`config.mk`:
```
export PLATFORM = sky130hd
export DESIGN_NAME = motor_speed_pi_regulator_top_flat
export DESIGN_NICKNAME = d
export VERILOG_FILES = /design/src/hw/rtl/mspr_pkg.sv /design/src/hw/rtl/mspr_in_if.sv /design/src/hw/rtl/mspr_out_if.sv /design/src/hw/rtl/motor_speed_pi_regulator_top.sv /design/src/hw/rtl/mspr_drive_clamp.sv /design/src/flat_wrapper.sv
export SDC_FILE = /design/constraint.sdc
export NUM_CORES = 2
export LEC_CHECK = 0
export ABC_AREA = 1
export BUFFER_PORTS_ARGS = -buffer_cell sky130_fd_sc_hd__buf_2
export CORE_ASPECT_RATIO = 0.7
export CORE_MARGIN = 2
export CORE_UTILIZATION = 50
export DETAILED_ROUTE_END_ITERATION = 8
export GPL_ROUTABILITY_DRIVEN = 0
export GPL_TIMING_DRIVEN = 0
export PLACE_DENSITY = 0.7
export SETUP_SLACK_MARGIN = 0.05
export SYNTH_ARGS = -nofsm -noshare
export SYNTH_HDL_FRONTEND = slang
export SYNTH_SLANG_ARGS = --single-unit
```
`constraint.sdc`:
```
create_clock -name clk_i -period 14 [get_ports clk_i]
set_input_delay 0.7 -clock clk_i [delete_from_list [all_inputs] [get_ports clk_i]]
set_output_delay 0.7 -clock clk_i [all_outputs]
set_load 0.1 [all_outputs]
```
`src/hw/rtl/mspr_pkg.sv`:
```
// mspr_pkg: types and constants shared by the motor speed PI regulator.
// Used by the channel interfaces, the clamp stage and the top level.
package mspr_pkg;

  localparam int unsigned RpmW     = 17;
  localparam int unsigned ErrW     = 18;
  localparam int unsigned DeltaW   = 19;
  localparam int unsigned SumW     = 25;
  localparam int unsigned GainW    = 20;
  localparam int unsigned DutyW    = 15;
  localparam int unsigned CfgIdxW  = 2;
  localparam int unsigned CfgDataW = 20;

  // Q16 drive sum and the bounds that sit on it
  localparam int unsigned DriveW   = 48;
  localparam logic signed [DriveW-1:0] DriveMax = 48'sd648806400; // 99 % * 100 in Q16

  // duty = floor(drive / 25600) = floor((drive >> 10) / 25)
  localparam int unsigned DivShift   = 10;
  localparam int unsigned QuotW      = 20;
  localparam int unsigned RecipW     = 22;
  localparam int unsigned RecipShift = 26;
  localparam logic [RecipW-1:0] Recip = 22'd2684355; // ceil(2^26 / 25)

  localparam logic [DutyW-1:0] DutyMax = 15'd25344;   // 99.0 in Q7.8

  localparam logic signed [SumW-1:0] SumLimit = 25'sd10000000;

  // register indexes
  localparam logic [CfgIdxW-1:0] CfgKp = 2'd0;
  localparam logic [CfgIdxW-1:0] CfgKi = 2'd1;
  localparam logic [CfgIdxW-1:0] CfgKd = 2'd2;

  localparam logic [GainW-1:0] KpReset = 20'd45875;
  localparam logic [GainW-1:0] KiReset = 20'd328;
  localparam logic [GainW-1:0] KdReset = 20'd0;

  typedef struct packed {
    logic [RpmW-1:0] set_rpm;
    logic            set_direction;
    logic [RpmW-1:0] measured_rpm;
  } in_item_t;

  typedef struct packed {
    logic [DutyW-1:0] duty;
    logic             brake;
    logic             drive_pin_a;
    logic             drive_pin_h;
  } out_item_t;

  typedef struct packed {
    logic             sat_max;
    logic [QuotW-1:0] quot_in;
  } clamp_t;

endpackage

```
`src/hw/rtl/mspr_in_if.sv`:
```
// mspr_in_if: valid/ready channel carrying one control tick.
// Depends on mspr_pkg for the item type.
interface mspr_in_if import mspr_pkg::*; ();
  logic     valid;
  logic     ready;
  in_item_t data;

  modport source (output valid, output data, input ready);
  modport sink   (input valid, input data, output ready);
endinterface

```
`src/hw/rtl/mspr_out_if.sv`:
```
// mspr_out_if: valid/ready channel carrying one regulator result.
// Depends on mspr_pkg for the item type.
interface mspr_out_if import mspr_pkg::*; ();
  logic      valid;
  logic      ready;
  out_item_t data;

  modport source (output valid, output data, input ready);
  modport sink   (input valid, input data, output ready);
endinterface

```
`src/hw/rtl/motor_speed_pi_regulator_top.sv`:
```
// motor_speed_pi_regulator_top: PI(D) speed regulator with clamped error sum.
// Depends on mspr_pkg, mspr_in_if, mspr_out_if and mspr_drive_clamp.
//
// Usage:
//   in_i carries one control tick (set_rpm, set_direction, measured_rpm);
//   out_o returns one result per tick (duty in Q7.8, brake, bridge pins).
//   A transfer happens on a rising edge with valid and ready both high.
//   Gains are written through cfg_we_i / cfg_idx_i / cfg_data_i while idle;
//   index 0 = proportional, 1 = integral, 2 = derivative, others ignored.
// Timing:
//   Four-stage pipeline: error and state update, three gain multiplies,
//   sum and clamp, reciprocal divide into the output register. A result
//   passes the stage 1, 2 and 3 registers and then out_q before out_o.valid
//   rises. One tick per cycle is sustained while out_o.ready stays high; the
//   error sum and previous error are updated at the input transfer itself,
//   so consecutive ticks never wait on each other.
// Reset:
//   Error sum and previous error clear, direction is H, gains return to
//   0.7 / 0.005 / 0.0, the pipeline empties.
// Stall:
//   Each stage holds while the one after it is full and blocked, so empty
//   stages still fill; in_i.ready falls only once all four stages are full.
module motor_speed_pi_regulator_top import mspr_pkg::*; (
  input  logic                clk_i,
  input  logic                rst_ni,
  input  logic                cfg_we_i,
  input  logic [CfgIdxW-1:0]  cfg_idx_i,
  input  logic [CfgDataW-1:0] cfg_data_i,
  mspr_in_if.sink             in_i,
  mspr_out_if.source          out_o
);

  localparam int unsigned PpW = GainW + 1 + ErrW;
  localparam int unsigned PiW = GainW + 1 + SumW;
  localparam int unsigned PdW = GainW + 1 + DeltaW;
  localparam int unsigned ProdW = QuotW + RecipW;

  // configuration
  logic [GainW-1:0] kp_q, ki_q, kd_q;

  // regulator state
  logic signed [SumW-1:0] err_sum_q;
  logic signed [ErrW-1:0] prev_err_q;
  logic                   dir_q;

  // pipeline
  logic v1_q, v2_q, v3_q, v4_q;
  logic rdy1, rdy2, rdy3, rdy4;
  logic in_acc;

  logic signed [ErrW-1:0]   s1_err_q;
  logic signed [SumW-1:0]   s1_sum_q;
  logic signed [DeltaW-1:0] s1_delta_q;
  logic                     s1_brake_q, s1_dir_q;

  logic signed [PpW-1:0] s2_pp_q;
  logic signed [PiW-1:0] s2_pi_q;
  logic signed [PdW-1:0] s2_pd_q;
  logic                  s2_brake_q, s2_dir_q;

  clamp_t s3_clamp_q;
  logic   s3_brake_q, s3_dir_q;

  out_item_t out_q;

  // combinational
  logic signed [ErrW-1:0]   err_d;
  logic signed [DeltaW-1:0] delta_d;
  logic signed [SumW:0]     sum_wide;
  logic signed [SumW-1:0]   err_sum_d;
  logic                     brake_d;
  logic signed [PpW-1:0]    pp_d;
  logic signed [PiW-1:0]    pi_d;
  logic signed [PdW-1:0]    pd_d;
  logic signed [DriveW-1:0] drive_d;
  clamp_t                   clamp_d;
  logic [ProdW-1:0]         quot_prod;
  out_item_t                out_d;

  assign rdy4 = !v4_q || out_o.ready;
  assign rdy3 = !v3_q || rdy4;
  assign rdy2 = !v2_q || rdy3;
  assign rdy1 = !v1_q || rdy2;

  assign in_i.ready = rdy1;
  assign in_acc     = in_i.valid && rdy1;

  assign out_o.valid = v4_q;
  assign out_o.data  = out_q;

  // stage 1: error, error change, saturated sum, direction
  assign err_d   = $signed({1'b0, in_i.data.set_rpm}) - $signed({1'b0, in_i.data.measured_rpm});
  assign delta_d = {err_d[ErrW-1], err_d} - {prev_err_q[ErrW-1], prev_err_q};
  assign sum_wide = {err_sum_q[SumW-1], err_sum_q}
                  + {{(SumW+1-ErrW){err_d[ErrW-1]}}, err_d};
  assign brake_d = in_i.data.set_direction != dir_q;

  always_comb begin
    priority if (sum_wide > (SumW+1)'(SumLimit)) begin
      err_sum_d = SumLimit;
    end else if (sum_wide < -(SumW+1)'(SumLimit)) begin
      err_sum_d = -SumLimit;
    end else begin
      err_sum_d = sum_wide[SumW-1:0];
    end
  end

  // stage 2: gain products
  assign pp_d = $signed({1'b0, kp_q}) * s1_err_q;
  assign pi_d = $signed({1'b0, ki_q}) * s1_sum_q;
  assign pd_d = $signed({1'b0, kd_q}) * s1_delta_q;

  // stage 3: drive sum and clamp
  assign drive_d = DriveW'(s2_pp_q) + DriveW'(s2_pi_q) + DriveW'(s2_pd_q);

  mspr_drive_clamp u_clamp (
    .drive_i (drive_d),
    .clamp_o (clamp_d)
  );

  // stage 4: divide by 25 through the reciprocal, exact for dividends below 2^20
  assign quot_prod = ProdW'(s3_clamp_q.quot_in) * ProdW'(Recip);

  always_comb begin
    out_d.duty        = s3_clamp_q.sat_max ? DutyMax
                                           : quot_prod[RecipShift+DutyW-1:RecipShift];
    out_d.brake       = s3_brake_q;
    out_d.drive_pin_a = !s3_dir_q;
    out_d.drive_pin_h = s3_dir_q;
  end

  // control state
  always_ff @(posedge clk_i or negedge rst_ni) begin
    if (!rst_ni) begin
      kp_q       <= KpReset;
      ki_q       <= KiReset;
      kd_q       <= KdReset;
      err_sum_q  <= '0;
      prev_err_q <= '0;
      dir_q      <= 1'b1;
      v1_q       <= 1'b0;
      v2_q       <= 1'b0;
      v3_q       <= 1'b0;
      v4_q       <= 1'b0;
    end else begin
      if (cfg_we_i) begin
        unique case (cfg_idx_i)
          CfgKp:   kp_q <= cfg_data_i;
          CfgKi:   ki_q <= cfg_data_i;
          CfgKd:   kd_q <= cfg_data_i;
          default: ;
        endcase
      end
      if (in_acc) begin
        err_sum_q  <= err_sum_d;
        prev_err_q <= err_d;
        dir_q      <= in_i.data.set_direction;
      end
      if (rdy1) v1_q <= in_i.valid;
      if (rdy2) v2_q <= v1_q;
      if (rdy3) v3_q <= v2_q;
      if (rdy4) v4_q <= v3_q;
    end
  end

  // payload
  always_ff @(posedge clk_i) begin
    if (in_acc) begin
      s1_err_q   <= err_d;
      s1_sum_q   <= err_sum_q;
      s1_delta_q <= delta_d;
      s1_brake_q <= brake_d;
      s1_dir_q   <= in_i.data.set_direction;
    end
    if (rdy2 && v1_q) begin
      s2_pp_q    <= pp_d;
      s2_pi_q    <= pi_d;
      s2_pd_q    <= pd_d;
      s2_brake_q <= s1_brake_q;
      s2_dir_q   <= s1_dir_q;
    end
    if (rdy3 && v2_q) begin
      s3_clamp_q <= clamp_d;
      s3_brake_q <= s2_brake_q;
      s3_dir_q   <= s2_dir_q;
    end
    if (rdy4 && v3_q) begin
      out_q <= out_d;
    end
  end

  a_sum_in_range: assert property (@(posedge clk_i) disable iff (!rst_ni)
    (err_sum_q <= SumLimit) && (err_sum_q >= -SumLimit))
    else $error("error sum outside its limit");

  a_duty_in_range: assert property (@(posedge clk_i) disable iff (!rst_ni)
    v4_q |-> (out_q.duty <= DutyMax))
    else $error("duty above 99 percent");

  a_pins_exclusive: assert property (@(posedge clk_i) disable iff (!rst_ni)
    v4_q |-> (out_q.drive_pin_a != out_q.drive_pin_h))
    else $error("bridge pins not complementary");

  a_prev_err_tracks: assert property (@(posedge clk_i) disable iff (!rst_ni)
    in_acc |=> (prev_err_q == $past(err_d)))
    else $error("previous error not taken on transfer");

  a_brake_on_turn: assert property (@(posedge clk_i) disable iff (!rst_ni)
    (in_acc && (in_i.data.set_direction != dir_q)) |=> (v1_q && s1_brake_q))
    else $error("direction change without brake");

endmodule

```
`src/hw/rtl/mspr_drive_clamp.sv`:
```
// mspr_drive_clamp: clamps the Q16 drive sum to 0..99 % and prepares the
// dividend for the reciprocal divide. Depends on mspr_pkg.
module mspr_drive_clamp import mspr_pkg::*; (
  input  logic signed [DriveW-1:0] drive_i,
  output clamp_t                   clamp_o
);

  always_comb begin
    clamp_o = '0;
    priority if (drive_i <= 0) begin
      clamp_o.sat_max = 1'b0;
      clamp_o.quot_in = '0;
    end else if (drive_i >= DriveMax) begin
      clamp_o.sat_max = 1'b1;
      clamp_o.quot_in = '0;
    end else begin
      // below DriveMax so the bits above [29] are all zero here
      clamp_o.sat_max = 1'b0;
      clamp_o.quot_in = drive_i[DivShift+QuotW-1:DivShift];
    end
  end

endmodule
```
`src/flat_wrapper.sv`:
```
// flat-port wrapper written by rule: the top's interface ports become plain ports
module motor_speed_pi_regulator_top_flat import mspr_pkg::*;
  (clk_i, rst_ni, cfg_we_i, cfg_idx_i, cfg_data_i, in_i_valid, in_i_data, in_i_ready, out_o_valid, out_o_data, out_o_ready);
  mspr_in_if in_i_i ();
  mspr_out_if out_o_i ();
  input  logic clk_i;
  input  logic rst_ni;
  input  logic cfg_we_i;
  input  logic [CfgIdxW-1:0] cfg_idx_i;
  input  logic [CfgDataW-1:0] cfg_data_i;
  input wire logic [$bits(in_i_i.valid)-1:0] in_i_valid;
  input wire logic [$bits(in_i_i.data)-1:0] in_i_data;
  output wire logic [$bits(in_i_i.ready)-1:0] in_i_ready;
  output wire logic [$bits(out_o_i.valid)-1:0] out_o_valid;
  output wire logic [$bits(out_o_i.data)-1:0] out_o_data;
  input wire logic [$bits(out_o_i.ready)-1:0] out_o_ready;
  assign in_i_i.valid = in_i_valid;
  assign in_i_i.data = in_i_data;
  assign in_i_ready = in_i_i.ready;
  assign out_o_valid = out_o_i.valid;
  assign out_o_data = out_o_i.data;
  assign out_o_i.ready = out_o_ready;
  motor_speed_pi_regulator_top u_core (.clk_i(clk_i), .rst_ni(rst_ni), .cfg_we_i(cfg_we_i), .cfg_idx_i(cfg_idx_i), .cfg_data_i(cfg_data_i), .in_i(in_i_i), .out_o(out_o_i));
endmodule
```
# [Yosys cells after proc, flatten, opt, wreduce, memory -nomap -nowiden]
# Index checks and enable logic that the tools add are counted.
[totals] elab_cells=65 reg_bits=340 output_inout_bits=20 in_bits=62
[op_classes] add_sub_neg=5 mul=4 magnitude_cmp=4 n_reduce_logical=18 n_mux=3 eq_ne=3
[op_table] cell="$mux 25" n=2
[op_table] cell="$add 47x40->48" n=1
[op_table] cell="$ge 48x31->1 const B" n=1
[op_table] cell="$le 48x1->1 const B" n=1
[op_table] cell="$add 39x46->47" n=1
[op_table] cell="$mul 21x25->46" n=1
[op_table] cell="$mul 20x22->41 const B" n=1
[op_table] cell="$mul 21x19->40" n=1
[op_table] cell="$mul 21x18->39" n=1
[op_table] cell="$add 25x18->26" n=1
[op_table] cell="$gt 26x25->1 const B" n=1
[op_table] cell="$lt 26x25->1 const B" n=1
[op_table] cell="$mux 21" n=1
[op_table] cell="$sub 18x18->19" n=1
[op_table] cell="$sub 17x17->18" n=1
[op_table] cell="$reduce_and 2->1" n=3
[op_table] cell="$logic_not 1->1" n=5
[op_table] cell="$logic_and 1x1->1" n=4
[op_table] cell="$logic_or 1x1->1" n=4
[op_table] cell="$eq 2x1->1 const B" n=1
[op_table] cell="$eq 2x2->1 const B" n=1
[op_table] cell="$logic_not 2->1" n=1
[op_table] cell="$reduce_or 2->1" n=1
[op_table] cell="$ne 1x1->1" n=1

# [Logic depth before layout (Yosys ltp)]
[logic_depth] word_depth=6 ltp_mapped=37 depth_no_buf=36

# [Cells and area by module]
# From an unflattened synthesis, not the netlist that was laid out.
[unflattened] hier_cells=8619 area_unflattened_um2=71170.8
[by_module_without_submodules] module="motor_speed_pi_regulator_top" cells_per_inst=8501 n_inst=1 area_per_inst_um2=70612.7
[by_module_without_submodules] module="mspr_drive_clamp" cells_per_inst=118 n_inst=1 area_per_inst_um2=558.0

# [Worst setup path after synthesis]
# No wires, ideal clock.
[synth_path] path_kind="reg2reg" from="reg u_core.ki_q[3]" to="reg u_core.s2_pi_q[43] (data pin)" arrival_ns=6.242 path_slack_ns=7.493 required_ns=13.735 stages_incl_launch_ff=28 synth_period_minus_slack_ns=6.507 setup_ns=0.265 path_buffers=2 cell_sequence="dfstp_2 clkbuf_1 clkbuf_1 nand2_1 inv_1 fa_1 fa_1 inv_1 fa_1 inv_1 fa_1 fa_1 fa_1 inv_1 fa_1 inv_1 ha_1 a21oi_1 inv_1 a31oi_1 nand2_1 nand2_1 nand2_1 a21oi_1 o21bai_1 a21oi_1 o21ai_0 xor2_1"
[synth_via] elab_chain_len=1
[synth_lines] item="from (decl)" line_no="motor_speed_pi_regulator_top.sv:39" text="logic [GainW-1:0] kp_q, ki_q, kd_q;"
[synth_lines] item="from (signal assigned)" line_no="motor_speed_pi_regulator_top.sv:136" text="ki_q <= KiReset;"
[synth_lines] item="from (signal assigned)" line_no="motor_speed_pi_regulator_top.sv:149" text="CfgKi: ki_q <= cfg_data_i;"
[synth_lines] item="$mul 21x25->46" line_no="motor_speed_pi_regulator_top.sv:110" text="assign pi_d = $signed({1'b0, ki_q}) * s1_sum_q;"
[synth_lines] item="via u_core.pi_d[43]" line_no="motor_speed_pi_regulator_top.sv:73" text="logic signed [PiW-1:0] pi_d;"
[synth_lines] item="to (signal assigned)" line_no="motor_speed_pi_regulator_top.sv:177" text="s2_pi_q <= pi_d;"
[synth_lines] item="to (decl)" line_no="motor_speed_pi_regulator_top.sv:57" text="logic signed [PiW-1:0] s2_pi_q;"
# The timed path passes the listed nets, and every way through them passes these cells.
# A chain may end at the register's enable or synchronous reset.

# [Final worst setup path]
[layout_path] from="reg u_core.ki_q[6]" to="reg u_core.s2_pi_q[43] (data pin)"
# Same word-level chain as after synthesis.

==> flow_summary.yaml <==
routing:
  num_vias: 57728
  antenna_left: 0
  post-route-drc-count: 0
  via_per_inst: 5.29
  post_drt_wl_per_cell_um: 19.4
  wl_um: 212000
  drt-pass1-iter-count: 6
  drtIter0Drc: 6502
global_route:
  grt_max_degree: 110
  grt.total_usage_pct: 29.4
  grt_overflow: 0
  grt_pass1_wl_um: 333000
  grt_pass1_vias: 59049
  antenna_found_initial: 4
clock_network:
  htreeDepth: 2
  cts_tree: "yes"
  cts_setup_buffers: 0
  insertion_delay_ns: 0.62
  ctsHoldBuffers: 1
  clockBufferDepth: 3
  cts.clk_slew.worst_paths_ns: 0.07
  clock-sinks: 340
  cts_resized: 0
  clockRootBuffer: "clkbuf_16"
  cts_inserted_buffers: 38
floorplan:
  die_height_um: 321
  dieWidth_um: 457
  rows: 116
  ioPinCount: 82
  design.core.area_mm2: 0.143
  initial_core_util_pct: 50.3
  die_area_mm2: 0.147
logic_synthesis:
  synth-adder-area-share_pct: 48.8
  syn_inst: 8869
  ys_warn_count: 0
  synth_xor_area_share_pct: 2.19
  synthMuxAreaShare_pct: 0
  ys_types: 56
  synth-simple-area-share_pct: 16.2
  synth_area_leaders: "fa_1 (36%), inv_1 (13%), ha_1 (13%)"
  ys_seq_elements: 340
  yosysSeqAreaShare_pct: 13.5
  yosysTopAreaCellShare_pct: 36.1
  synth-compound-area-share_pct: 4.54
  avgSynthCellArea_um2: 8.11
  syn_nets: 10960
  synth_top_family_by_area: "adder cells"
  mappedNetlistArea_mm2: 0.0720
  synth.largest_area_cell: "fa_1"
worst_setup_path:
  critical_path_class: "reg -> reg"
  cp-end-kind: "flop"
  cp-start-kind: "flop"
  required_ns: 14.32
  cp_max_fo: 10
  crit_arrival_ns: 8.63
final_layout:
  nFillCells: 12940
  drive_above_1_share_pct: 3.20
  multi_input_area_mm2: 0.0516
  fin_nets: 11084
  area_growth_pct: 5.74
  register_area_mm2: 0.00969
  fin_cells: 10914
timing:
  clock_skew_ns: 0.0461
  fin_tns_setup_ns: 0
  min_period_ns: 8.31
  holdWs_ns: 0.335
  fmax_ghz: 0.120
  worst_slew_pin_slew_ns: 1.37
  min_period_over_period_pct: 59.3
  finalHoldViolations: 0
  rsz0062_at_grt: "false"
  slew_violations: 0
  maxSlewHeadroom_pct: 8.57
  setup_viol: 0
outcome:
  status: "finished, final reports clean"
hold_path:
  hp-class: "in -> reg"
placed_design:
  portBuffers: 81
  hpwl_um: 181000
  dp_cells: 10840
job:
  maxCapViolations: 0
-- cells by family (layout without fill, tap and decap cells) --
group,Yosys count,after routing
adders and majority gates,2029,2029
buffers and inverters,2834,2987
AOI/OAI and AO/OA,605,605
and+or+nand+nor,2882,2882
DFF,340,340
xor gates and xnor gates,179,179
other,0,4
-- final timing paths --
kind | depth (start not counted) | from | slack (ns) | to
setup / recovery | 26 | u_core.ki_q[6] | 5.69 | u_core.s2_pi_q[43]
hold / removal | 3 | in_i_valid | 0.33 | u_core.v1_q
setup reg to reg | 26 | u_core.ki_q[6] | 5.69 | u_core.s2_pi_q[43]
hold reg to reg | 0 | u_core.s3_brake_q | 0.42 | u_core.out_o.data[2]
max in group asynchronous | 3 | rst_ni | 12.59 | u_core.kp_q[18]
min in group asynchronous | 2 | rst_ni | 0.53 | u_core.err_sum_q[19]
-- flip-flops by register name (all words and copies together) (netlist names), 18 cells and up --
register           flops
u_core.ki_q           20
u_core.s2_pi_q        46
u_core.s2_pd_q        40
u_core.s1_err_q       18
u_core.s3_clamp_q     21
u_core.kp_q           20
u_core.kd_q           20
u_core.prev_err_q     18
u_core.out_o.data     18
u_core.s2_pp_q        39
u_core.s1_sum_q       25
u_core.err_sum_q      25
u_core.s1_delta_q     19
-- area by class of cell --
cell class                      count  area share [%]
Clock inverter                     24           0.301
Clock buffer                       45            1.37
Sequential cell                   340            12.7
Timing Repair Buffer               84           0.626
Buffer                            289            1.47
Tap cell                         1888            3.10
Inverter                         2545            12.6
Antenna cell                        4          0.0132
Multi-Input combinational cell   5695            67.8
-- synthesized netlist by cell type (all sizes together) --
library cell	number
inv	2543
nand2	2247
fa	1298
ha	731
nor2	330
a21oi	282
clkbuf	270
edfxtp	232
o21ai	223
nand3	149
xor2	114
dfrtp	95
xnor2	65
nand4	56
nor3	36
or2	27
a31oi	26
o21bai	20
buf	19
nand3b	14
o21a	14
dfstp	13
o211ai	10
a21o	9
and2	9
nor4	9
a21boi	7
o221ai	4
and3	3
a31o	2
clkinv	2
o2111ai	2
o311ai	2
a211o	1
a221oi	1
nor3b	1
nor4b	1
o31ai	1
o41ai	1
-- placed cells by master (no fill, tap or decap), drive strengths merged, types with 5 or more instances in the layout --
cell         n
a21o         9
or2         27
and2         9
ha         731
nor2       330
nand4       56
o21a        14
nand3b      14
fa        1298
clkinvlp     5
a31oi       26
nor4         9
a21boi       7
edfxtp     232
inv       2549
xor2       114
o21ai      223
nand2     2247
a21oi      282
dfstp       13
xnor2       65
clkinv      13
nand3      149
o21bai      20
dfrtp       95
buf        102
o211ai      10
nor3        36
clkbuf     315
-- worst max-delay path, stage by stage (launching register included) --
cell and delay (ns):
dfstp_2 0.51, clkbuf_1 0.59, clkbuf_1 0.71, nand2_1 0.12
inv_1 0.12, fa_1 0.40, inv_1 0.10, fa_1 0.44
fa_1 0.52, inv_1 0.06, fa_1 0.56, fa_1 0.46
fa_1 0.56, inv_1 0.07, fa_1 0.52, inv_1 0.05
ha_1 0.37, nand2_1 0.19, inv_1 0.05, a21oi_1 0.24
o21a_1 0.17, nand2_1 0.05, a21oi_1 0.29, o21bai_1 0.16
a21oi_1 0.32, o21ai_0 0.17, xor2_1 0.16
-- stage by stage --
step | utilization [%] | cell area (um^2) | worst slack (ns)
after detailed placement | 52.3 | 74800 | 5.96
final | 53.2 | 76100 | 5.69
after CTS | 53.2 | 76100 | 5.92
after global placement | 52.3 | 74700 | 6.11
after global routing | 53.2 | 76100 | 5.47
after floorplan | - | 72000 | 7.49
-- per-layer routing --
layer  global-route usage, %  part of all wire, %
met2                    42.5                   40
met3                    9.45                   14
met1                    42.3                   42
met4                    8.12                  3.2
met5                       0                0.032
Power is left out: the tool's default activity adds up to more than one toggle a clock period on the data nets, which glitch-free logic cannot reach.
